===== src/rtl/ffha_pkg.sv =====
// Package with the sizes, table types and sequencer states of the heap allocator.
`default_nettype none
package ffha_pkg;
  localparam int HeapBytes   = 4096;
  localparam int HeaderBytes = 32;
  localparam int MaxSegments = 128;
  localparam int IdxW  = $clog2(MaxSegments);
  localparam int CntW  = $clog2(MaxSegments + 1);
  localparam int AddrW = 12;
  localparam int SizeW = 13;
  localparam int ReqW  = 16;

  typedef enum logic [0:0] {
    OpAlloc = 1'b0,
    OpFree  = 1'b1
  } op_e;

  typedef struct packed {
    logic [AddrW-1:0] payload;
    logic [SizeW-1:0] bytes;
    logic             is_free;
  } seg_t;

  typedef enum logic [3:0] {
    StIdle, StScan, StScanWait, StDecide, StShiftUp, StInsert,
    StMergeNext, StMergePrev, StDrop, StDone
  } state_e;
endpackage
`default_nettype wire


===== src/rtl/ffha_seg_ram.sv =====
// Segment table memory with one write port and one registered read port.
`default_nettype none
module ffha_seg_ram (
  input  wire logic                  clk_i,
  input  wire logic                  we_i,
  input  wire logic [ffha_pkg::IdxW-1:0] waddr_i,
  input  wire ffha_pkg::seg_t        wdata_i,
  input  wire logic [ffha_pkg::IdxW-1:0] raddr_i,
  output ffha_pkg::seg_t             rdata_o
);
  import ffha_pkg::*;
  seg_t mem [MaxSegments];
  always_ff @(posedge clk_i) begin
    if (we_i) begin
      mem[waddr_i] <= wdata_i;
    end
    rdata_o <= mem[raddr_i];
  end
endmodule
`default_nettype wire


===== src/rtl/first_fit_heap_allocator_unit.sv =====
// First-fit heap allocator: sequencer over a segment table kept in memory.
//
// Input channel (valid/ready) carries op, req_size and payload_addr. Output
// channel (valid/ready) returns payload_out and ok, one result per input.
// The block handles one item at a time and is not ready while it works.
// The segment table lives in a single-port-write, single-port-read memory,
// so every table access goes through that port. An item scans the table from
// position 0 to find its segment; a split then shifts entries up or a merge
// shifts them down, one entry at a time.
// The result sits in an output register; while the receiver stalls the block
// holds it and accepts nothing new. After reset the table is rebuilt by a
// clearing pass that writes entry 0 before the first transfer; entries
// beyond the fill count are never read, so no further sweep is needed.
`default_nettype none
module first_fit_heap_allocator_unit (
  input  wire logic                        clk_i,
  input  wire logic                        rst_ni,
  input  wire logic                        in_valid_i,
  output logic                             in_ready_o,
  input  wire logic [0:0]                  op_i,
  input  wire logic [ffha_pkg::ReqW-1:0]   req_size_i,
  input  wire logic [ffha_pkg::AddrW-1:0]  payload_addr_i,
  output logic                             out_valid_o,
  input  wire logic                        out_ready_i,
  output logic [ffha_pkg::AddrW-1:0]       payload_out_o,
  output logic                             ok_o
);
  import ffha_pkg::*;

  state_e state_q, state_d;
  logic             init_q, init_d;
  logic [CntW-1:0]  cnt_q, cnt_d;
  logic [IdxW-1:0]  idx_q, idx_d;
  logic [CntW-1:0]  k_q, k_d;
  logic             op_q, op_d;
  logic [ReqW+1:0]  need_q, need_d;
  logic [AddrW-1:0] addr_q, addr_d;
  seg_t             cur_q, cur_d;
  seg_t             hold_q, hold_d;
  logic             ovalid_q, ovalid_d;
  logic [AddrW-1:0] pout_q, pout_d;
  logic             ok_q, ok_d;

  logic             we;
  logic [IdxW-1:0]  waddr, raddr;
  seg_t             wdata, rdata;
  logic [ReqW+1:0]  need_hdr;
  logic [ReqW+1:0]  big_bytes;

  ffha_seg_ram u_ram (
    .clk_i, .we_i(we), .waddr_i(waddr), .wdata_i(wdata),
    .raddr_i(raddr), .rdata_o(rdata)
  );

  assign need_hdr   = need_q + (ReqW+2)'(HeaderBytes);
  assign big_bytes  = (ReqW+2)'(rdata.bytes);

  always_comb begin
    state_d = state_q; init_d = init_q; cnt_d = cnt_q; idx_d = idx_q; k_d = k_q;
    op_d = op_q; need_d = need_q; addr_d = addr_q; cur_d = cur_q; hold_d = hold_q;
    ovalid_d = ovalid_q; pout_d = pout_q; ok_d = ok_q;
    we = 1'b0; waddr = idx_q; wdata = cur_q; raddr = idx_q;
    in_ready_o = 1'b0;
    if (ovalid_q && out_ready_i) begin
      ovalid_d = 1'b0;
    end
    unique case (state_q)
      StIdle: begin
        if (!init_q) begin
          we = 1'b1; waddr = '0;
          wdata = '{payload: AddrW'(HeaderBytes),
                    bytes: SizeW'(HeapBytes - HeaderBytes), is_free: 1'b1};
          init_d = 1'b1;
        end else if (!ovalid_q) begin
          in_ready_o = 1'b1;
          if (in_valid_i) begin
            op_d = op_i; addr_d = payload_addr_i;
            need_d = ((ReqW+2)'(req_size_i) + (ReqW+2)'(3)) & ~(ReqW+2)'(3);
            idx_d = '0;
            hold_d = '0;
            if (op_i == OpAlloc && req_size_i == '0) begin
              ok_d = 1'b0; pout_d = '0; state_d = StDone;
            end else begin
              state_d = StScan;
            end
          end
        end
      end
      StScan: begin
        raddr = idx_q; state_d = StScanWait;
      end
      StScanWait: begin
        state_d = StDecide;
      end
      StDecide: begin
        cur_d = rdata;
        if (op_q == OpAlloc && rdata.is_free && big_bytes >= need_hdr) begin
          if (big_bytes == need_hdr) begin
            we = 1'b1; waddr = idx_q;
            wdata = '{payload: rdata.payload, bytes: rdata.bytes, is_free: 1'b0};
            ok_d = 1'b1; pout_d = rdata.payload; state_d = StDone;
          end else if (cnt_q >= CntW'(MaxSegments)) begin
            ok_d = 1'b0; pout_d = '0; state_d = StDone;
          end else begin
            k_d = cnt_q; state_d = StShiftUp;
          end
        end else if (op_q == OpFree && rdata.payload == addr_q) begin
          we = 1'b1; waddr = idx_q;
          wdata = '{payload: rdata.payload, bytes: rdata.bytes, is_free: 1'b1};
          cur_d.is_free = 1'b1;
          ok_d = 1'b1; pout_d = '0;
          k_d = CntW'(idx_q) + CntW'(1);
          state_d = StMergeNext;
        end else if (CntW'(idx_q) + CntW'(1) >= cnt_q) begin
          ok_d = 1'b0; pout_d = '0; state_d = StDone;
        end else begin
          idx_d = idx_q + IdxW'(1); raddr = idx_q + IdxW'(1); state_d = StScanWait;
        end
      end
      StShiftUp: begin
        // k_q walks down from seg_count; read k-1, then write it at k.
        if (k_q > CntW'(idx_q) + CntW'(1)) begin
          raddr = IdxW'(k_q - CntW'(1));
          hold_d.is_free = 1'b0;
          state_d = StInsert;
          hold_d = '{payload: '0, bytes: '0, is_free: 1'b0};
        end else begin
          we = 1'b1; waddr = idx_q + IdxW'(1);
          wdata = '{payload: AddrW'((ReqW+2)'(cur_q.payload) + need_hdr),
                    bytes: SizeW'((ReqW+2)'(cur_q.bytes) - need_hdr), is_free: 1'b1};
          cnt_d = cnt_q + CntW'(1);
          hold_d = '{payload: cur_q.payload, bytes: '0, is_free: 1'b1};
          state_d = StInsert;
        end
      end
      StInsert: begin
        if (hold_q.is_free) begin
          we = 1'b1; waddr = idx_q;
          wdata = '{payload: cur_q.payload, bytes: SizeW'(need_q), is_free: 1'b0};
          ok_d = 1'b1; pout_d = cur_q.payload; state_d = StDone;
        end else begin
          we = 1'b1; waddr = IdxW'(k_q); wdata = rdata;
          k_d = k_q - CntW'(1); state_d = StShiftUp;
        end
      end
      StMergeNext: begin
        // Phase 0 (hold_q.is_free low): issue read of neighbour; phase 1: use it.
        if (k_q >= cnt_q) begin
          k_d = CntW'(idx_q); state_d = StMergePrev; hold_d.is_free = 1'b0;
        end else if (!hold_q.is_free) begin
          raddr = IdxW'(k_q); hold_d.is_free = 1'b1;
        end else begin
          hold_d.is_free = 1'b0;
          if (rdata.is_free) begin
            cur_d.bytes = cur_q.bytes + SizeW'(HeaderBytes) + rdata.bytes;
            we = 1'b1; waddr = idx_q;
            wdata = '{payload: cur_q.payload,
                      bytes: cur_q.bytes + SizeW'(HeaderBytes) + rdata.bytes,
                      is_free: 1'b1};
            state_d = StDrop;
            hold_d.payload = AddrW'(1);
          end else begin
            k_d = CntW'(idx_q); state_d = StMergePrev;
          end
        end
      end
      StMergePrev: begin
        if (idx_q == '0) begin
          state_d = StDone;
        end else if (!hold_q.is_free) begin
          raddr = idx_q - IdxW'(1); hold_d.is_free = 1'b1;
        end else begin
          hold_d.is_free = 1'b0;
          if (rdata.is_free) begin
            we = 1'b1; waddr = idx_q - IdxW'(1);
            wdata = '{payload: rdata.payload,
                      bytes: rdata.bytes + SizeW'(HeaderBytes) + cur_q.bytes,
                      is_free: 1'b1};
            k_d = CntW'(idx_q);
            hold_d.payload = '0;
            state_d = StDrop;
          end else begin
            state_d = StDone;
          end
        end
      end
      StDrop: begin
        // Move entry k+1 down to k for k from the dropped slot upward.
        // hold_q.payload[0] marks a drop that follows the next-side merge.
        if (k_q + CntW'(1) >= cnt_q) begin
          cnt_d = cnt_q - CntW'(1);
          hold_d.bytes = '0;
          if (hold_q.payload[0]) begin
            k_d = CntW'(idx_q); state_d = StMergePrev; hold_d.payload = '0;
          end else begin
            state_d = StDone;
          end
        end else if (!hold_q.is_free) begin
          raddr = IdxW'(k_q + CntW'(1)); hold_d.is_free = 1'b1;
        end else begin
          we = 1'b1; waddr = IdxW'(k_q); wdata = rdata;
          hold_d.is_free = 1'b0; k_d = k_q + CntW'(1);
        end
      end
      StDone: begin
        if (!ovalid_q) begin
          ovalid_d = 1'b1; state_d = StIdle;
        end
      end
      default: state_d = StIdle;
    endcase
  end

  always_ff @(posedge clk_i or negedge rst_ni) begin
    if (!rst_ni) begin
      state_q <= StIdle; init_q <= 1'b0; cnt_q <= CntW'(1);
      ovalid_q <= 1'b0; hold_q <= '0; k_q <= '0; idx_q <= '0;
    end else begin
      state_q <= state_d; init_q <= init_d; cnt_q <= cnt_d;
      ovalid_q <= ovalid_d; hold_q <= hold_d; k_q <= k_d; idx_q <= idx_d;
    end
  end

  always_ff @(posedge clk_i) begin
    op_q <= op_d; need_q <= need_d; addr_q <= addr_d; cur_q <= cur_d;
    pout_q <= pout_d; ok_q <= ok_d;
  end

  assign out_valid_o   = ovalid_q;
  assign payload_out_o = pout_q;
  assign ok_o          = ok_q;

  a_ready_idle: assert property (@(posedge clk_i) disable iff (!rst_ni)
    in_ready_o |-> (state_q == StIdle && !ovalid_q)) else $error("ready while busy");
  a_cnt_range: assert property (@(posedge clk_i) disable iff (!rst_ni)
    (cnt_q >= CntW'(1) && cnt_q <= CntW'(MaxSegments))) else $error("count range");
  a_fail_zero: assert property (@(posedge clk_i) disable iff (!rst_ni)
    (out_valid_o && !ok_o) |-> payload_out_o == '0) else $error("failed result nonzero");
  a_one_out: assert property (@(posedge clk_i) disable iff (!rst_ni)
    (in_valid_i && in_ready_o) |=> !out_valid_o) else $error("result too early");
endmodule
`default_nettype wire

===== config.mk =====
export PLATFORM = sky130hd
export DESIGN_NAME = first_fit_heap_allocator_unit
export DESIGN_NICKNAME = d
export VERILOG_FILES = /design/src/rtl/ffha_pkg.sv /design/src/rtl/ffha_seg_ram.sv /design/src/rtl/first_fit_heap_allocator_unit.sv
export SDC_FILE = /design/constraint.sdc
export NUM_CORES = 2
export LEC_CHECK = 0
export BUFFER_PORTS_ARGS = -buffer_cell sky130_fd_sc_hd__buf_4
export CORE_ASPECT_RATIO = 2
export CORE_UTILIZATION = 40
export DETAILED_ROUTE_END_ITERATION = 6
export HOLD_SLACK_MARGIN = 0.03
export PLACE_DENSITY = 0.64
export SYNTH_ARGS = -nofsm -noshare
export SYNTH_HDL_FRONTEND = slang
export SYNTH_SLANG_ARGS = --single-unit

===== constraint.sdc =====
create_clock -name clk_i -period 22.2 [get_ports clk_i]
set_input_delay 2.22 -clock clk_i [delete_from_list [all_inputs] [get_ports clk_i]]
set_output_delay 2.22 -clock clk_i [all_outputs]
set_load 0.02 [all_outputs]

==> impl_metrics.yaml <==
global_route:
  grt_remaining_overflow: 0
  grt_max_degree: 117
  grt_pass1_vias: 73166
  grt_pass1_wl_um: 575000
  grt_usage_pct: 23.8
  antenna_found_initial: 39
yosys:
  synth_compound_area_share_pct: 2.86
  syn_nets: 6958
  syn_area_per_cell_um2: 20.1
  synth_area_mm2: 0.137
  synthAdderAreaFrac_pct: 0.896
  syn_inst: 6834
  async_reset_ff_share_pct: 0.898
  synth-simple-area-share_pct: 4.07
  synth_top_family_by_area: "multiplexers"
  yosysWarnings: 0
  ys_ff_latch: 3452
  ys_types: 96
  synth-edff-count: 3395
  synth_xor_area_share_pct: 0.659
  synth_flop_cell: "edfxtp_1"
  synth.area.mux_share_pct: 14.6
  yosysSeqAreaShare_pct: 75.3
setup_path:
  cp_slowest_cell: "nand4_1"
  worstPathArrival_ns: 10.85
  cp.required_ns: 22.96
  critPathKind: "reg -> reg"
  reg2reg_from: "idx_q[1]"
  critPathMaxFanout: 42
  startpoint: "idx_q[1]"
  slowest_delay_ns: 1.14
  crit_path_end_kind: "flop"
  path_cells: "ha_1 -> nand3_1 -> xnor2_1 -> inv_1 -> ha_1 -> a21oi_1 -> o21ai_0 -> a21oi_1 -> and4b_1 -> a21oi_2 -> nor3_1 -> or4_4 -> buf_4 -> buf_4 -> mux4_2 -> nor3_1 -> nor4_2 -> nand4_1 -> nor3_1"
  crit_path_start_kind: "flop"
  path_common_cell: "nor3_1"
run_status:
  status: "finished, violations left"
  violations: "max-capacitance violations"
clock_tree:
  cts_buffer_depth: 4
  cts_buffers: 282
  cts_resized: 0
  cts-root-buf: "clkbuf_16"
  cts_tree: "yes"
  clk_latency_ns: 0.91
  holdBufCountCts: 0
  clkTransAtPathRegs_ns: 0.07
  cts_setup_buffers: 0
  htree_levels: 5
  clock_sinks: 3452
timing:
  finClkSkew_ns: 0.0610
  worstMarginPinSlew_ns: 1.47
  clock.fmax_mhz: 99.1
  setup_ws_ns: 12.11
  fin_crit_ns: 10.09
  setup_viol: 0
  final_hold_viol_count: 0
  rsz0062_at_grt: "no"
  fin_tns_setup_ns: 0
  slew_viol_final: 0
  fin_crit_sh_pct: 45.5
  max-slew-margin-rel_pct: 2.08
routing:
  wl_um: 417000
  firstDrtPassIters: 6
  drc: 0
  antenna_left: 0
  viasPerCell: 6.07
  drt_iter0_drc: 7893
  via_count: 71560
  routedWlPerCell_um: 35.3
floorplan:
  core_mm2: 0.341
  pin_count: 48
  rows: 303
  fp.dieArea_mm2: 0.345
  start_util_pct: 40.2
  die_h_um: 830
  die_w_um: 416
power:
  p_sw_mw: 10.5
  internal_power_mw: 16.0
  combPwrFrac_pct: 46.1
  power_leakage_nw: 48.2
  powerDensity_mw_per_mm2: 173
  peakVddDrop_mv: 0.185
  sequentialPowerShare_pct: 35.1
  pwr-share-clk_pct: 18.8
  swShare_pct: 39.8
min_path:
  worstHoldPathType: "reg -> reg"
  hold_path.startpoint: "cnt_q[1]"
placed_design:
  post-place-ws_ns: 12.02
  dpl.hpwl_um: 265000
  routabilityCongestion: 0.944
  portBuffers: 47
finish:
  fin_util_pct: 45.0
  final_common_cell: "edfxtp_1"
  layout.nets: 7205
  layout-drive-gt1-share_pct: 24.5
  area_growth_pct: 11.8
  final_cell_mix: "edfxtp_1, mux4_2, nand2_1, buf_4, clkbuf_16"
run:
  maxCapViolCount: 1
==> worst max-delay path: cells and delay by family (launching register included) <==
family | cells | cell delay [ns]
muxes | 1 | 0.36
xor gates and xnor gates | 1 | 0.62
AOI/OAI and AO/OA | 4 | 1.13
DFF | 1 | 0.70
adders and majority gates | 2 | 0.80
buffers and inverters | 3 | 1.65
and+or+nand+nor | 8 | 4.56
==> power groups by stage <==
stage               Sequential (mW)  Clock, mW  Combinational, mW
floorplan                      9.62          0               7.60
global placement               9.43          0               12.0
detailed placement             9.44          0               12.2
CTS                            9.29       5.05               12.2
global route                   9.30       5.25               12.7
finish                         9.30       5.00               12.2
==> path summary, 6_finish.rpt <==
kind | depth (start not counted) | slack [ns] | endpoint
worst max-delay path | 19 | 12.11 | u_ram.rdata_o[21]
worst min-delay path | 2 | 0.54 | cnt_q[1]
worst max register to register | 19 | 12.11 | u_ram.rdata_o[21]
worst min register to register | 2 | 0.54 | cnt_q[1]
max in group asynchronous | 1 | 20.48 | cnt_q[0]
min in group asynchronous | 1 | 1.29 | state_q[1]
==> cells in the mapped netlist (all sizes together), types with 18 or more instances <==
library cell | instances | area (um^2)
nand3 | 152 | 771
xnor2 | 68 | 603
a32oi | 44 | 385
nand4 | 63 | 394
nor2 | 248 | 933
a21o | 28 | 210
o21ai | 73 | 377
mux4 | 821 | 18500
dfxtp | 26 | 521
or4 | 29 | 218
edfxtp | 3395 | 102000
a221oi | 18 | 164
clkbuf | 167 | 631
nor3 | 164 | 821
inv | 75 | 282
a21oi | 80 | 415
buf | 203 | 1300
a22oi | 45 | 338
o22ai | 110 | 688
nor4 | 44 | 305
mux2i | 143 | 1430
ha | 87 | 1090
nand2 | 429 | 1610
or3 | 18 | 118
dfrtp | 30 | 751
xor2 | 29 | 254
==> kinds of logic (layout without fill, tap and decap cells) <==
family,count (synthesis),count (layout)
other cells,0,86
fa+ha+maj,97,97
buf+inv,445,899
simple gates,1207,1207
compound gates,559,559
xor+xnor,99,99
mux,975,975
flops,3452,3452
==> per-layer routing <==
layer | vias up | GRT usage [%] | share of wire, %
li1 | 28787 | - | -
met4 | 4 | 19.9 | 9.5
met3 | 918 | 3.61 | 6.7
met2 | 3403 | 41.7 | 52
met5 | - | 0 | 0.0070
met1 | 38448 | 25.1 | 32
==> flip-flops by register name (all words and copies together) (netlist names), 4 cells and up <==
register and cells:
payload_out_o 12, need_q 15, idx_q 7, cur_q 26, u_ram.mem 3328, u_ram.rdata_o 26, state_q 4, addr_q 12
k_q 8, cnt_q 8
==> through the flow <==
step / cells / total power [mW] / instance area (um^2) / hold WS, ns
global placement: 11219 / 21.5 / 144000 / 0.495
detailed placement: 11219 / 21.7 / 144000 / 0.529
finish: 11796 / 26.5 / 153000 / 0.538
floorplan: 6834 / 17.2 / 137000 / 0.472
CTS: 11710 / 26.6 / 153000 / 0.544
global route: 11784 / 27.2 / 153000 / 0.575
==> final cells by class <==
class | count | area [um^2]
clock inverters | 143 | 1280
clock buffers | 348 | 7570
multi-input cells | 2937 | 32600
repair buffers | 333 | 2610
flip-flops and latches | 3452 | 103000
well taps | 4422 | 5530
fillers | 28446 | 187000
diodes | 86 | 215
inverters | 75 | 289
Note: power is estimated with default switching activity, not from simulation.
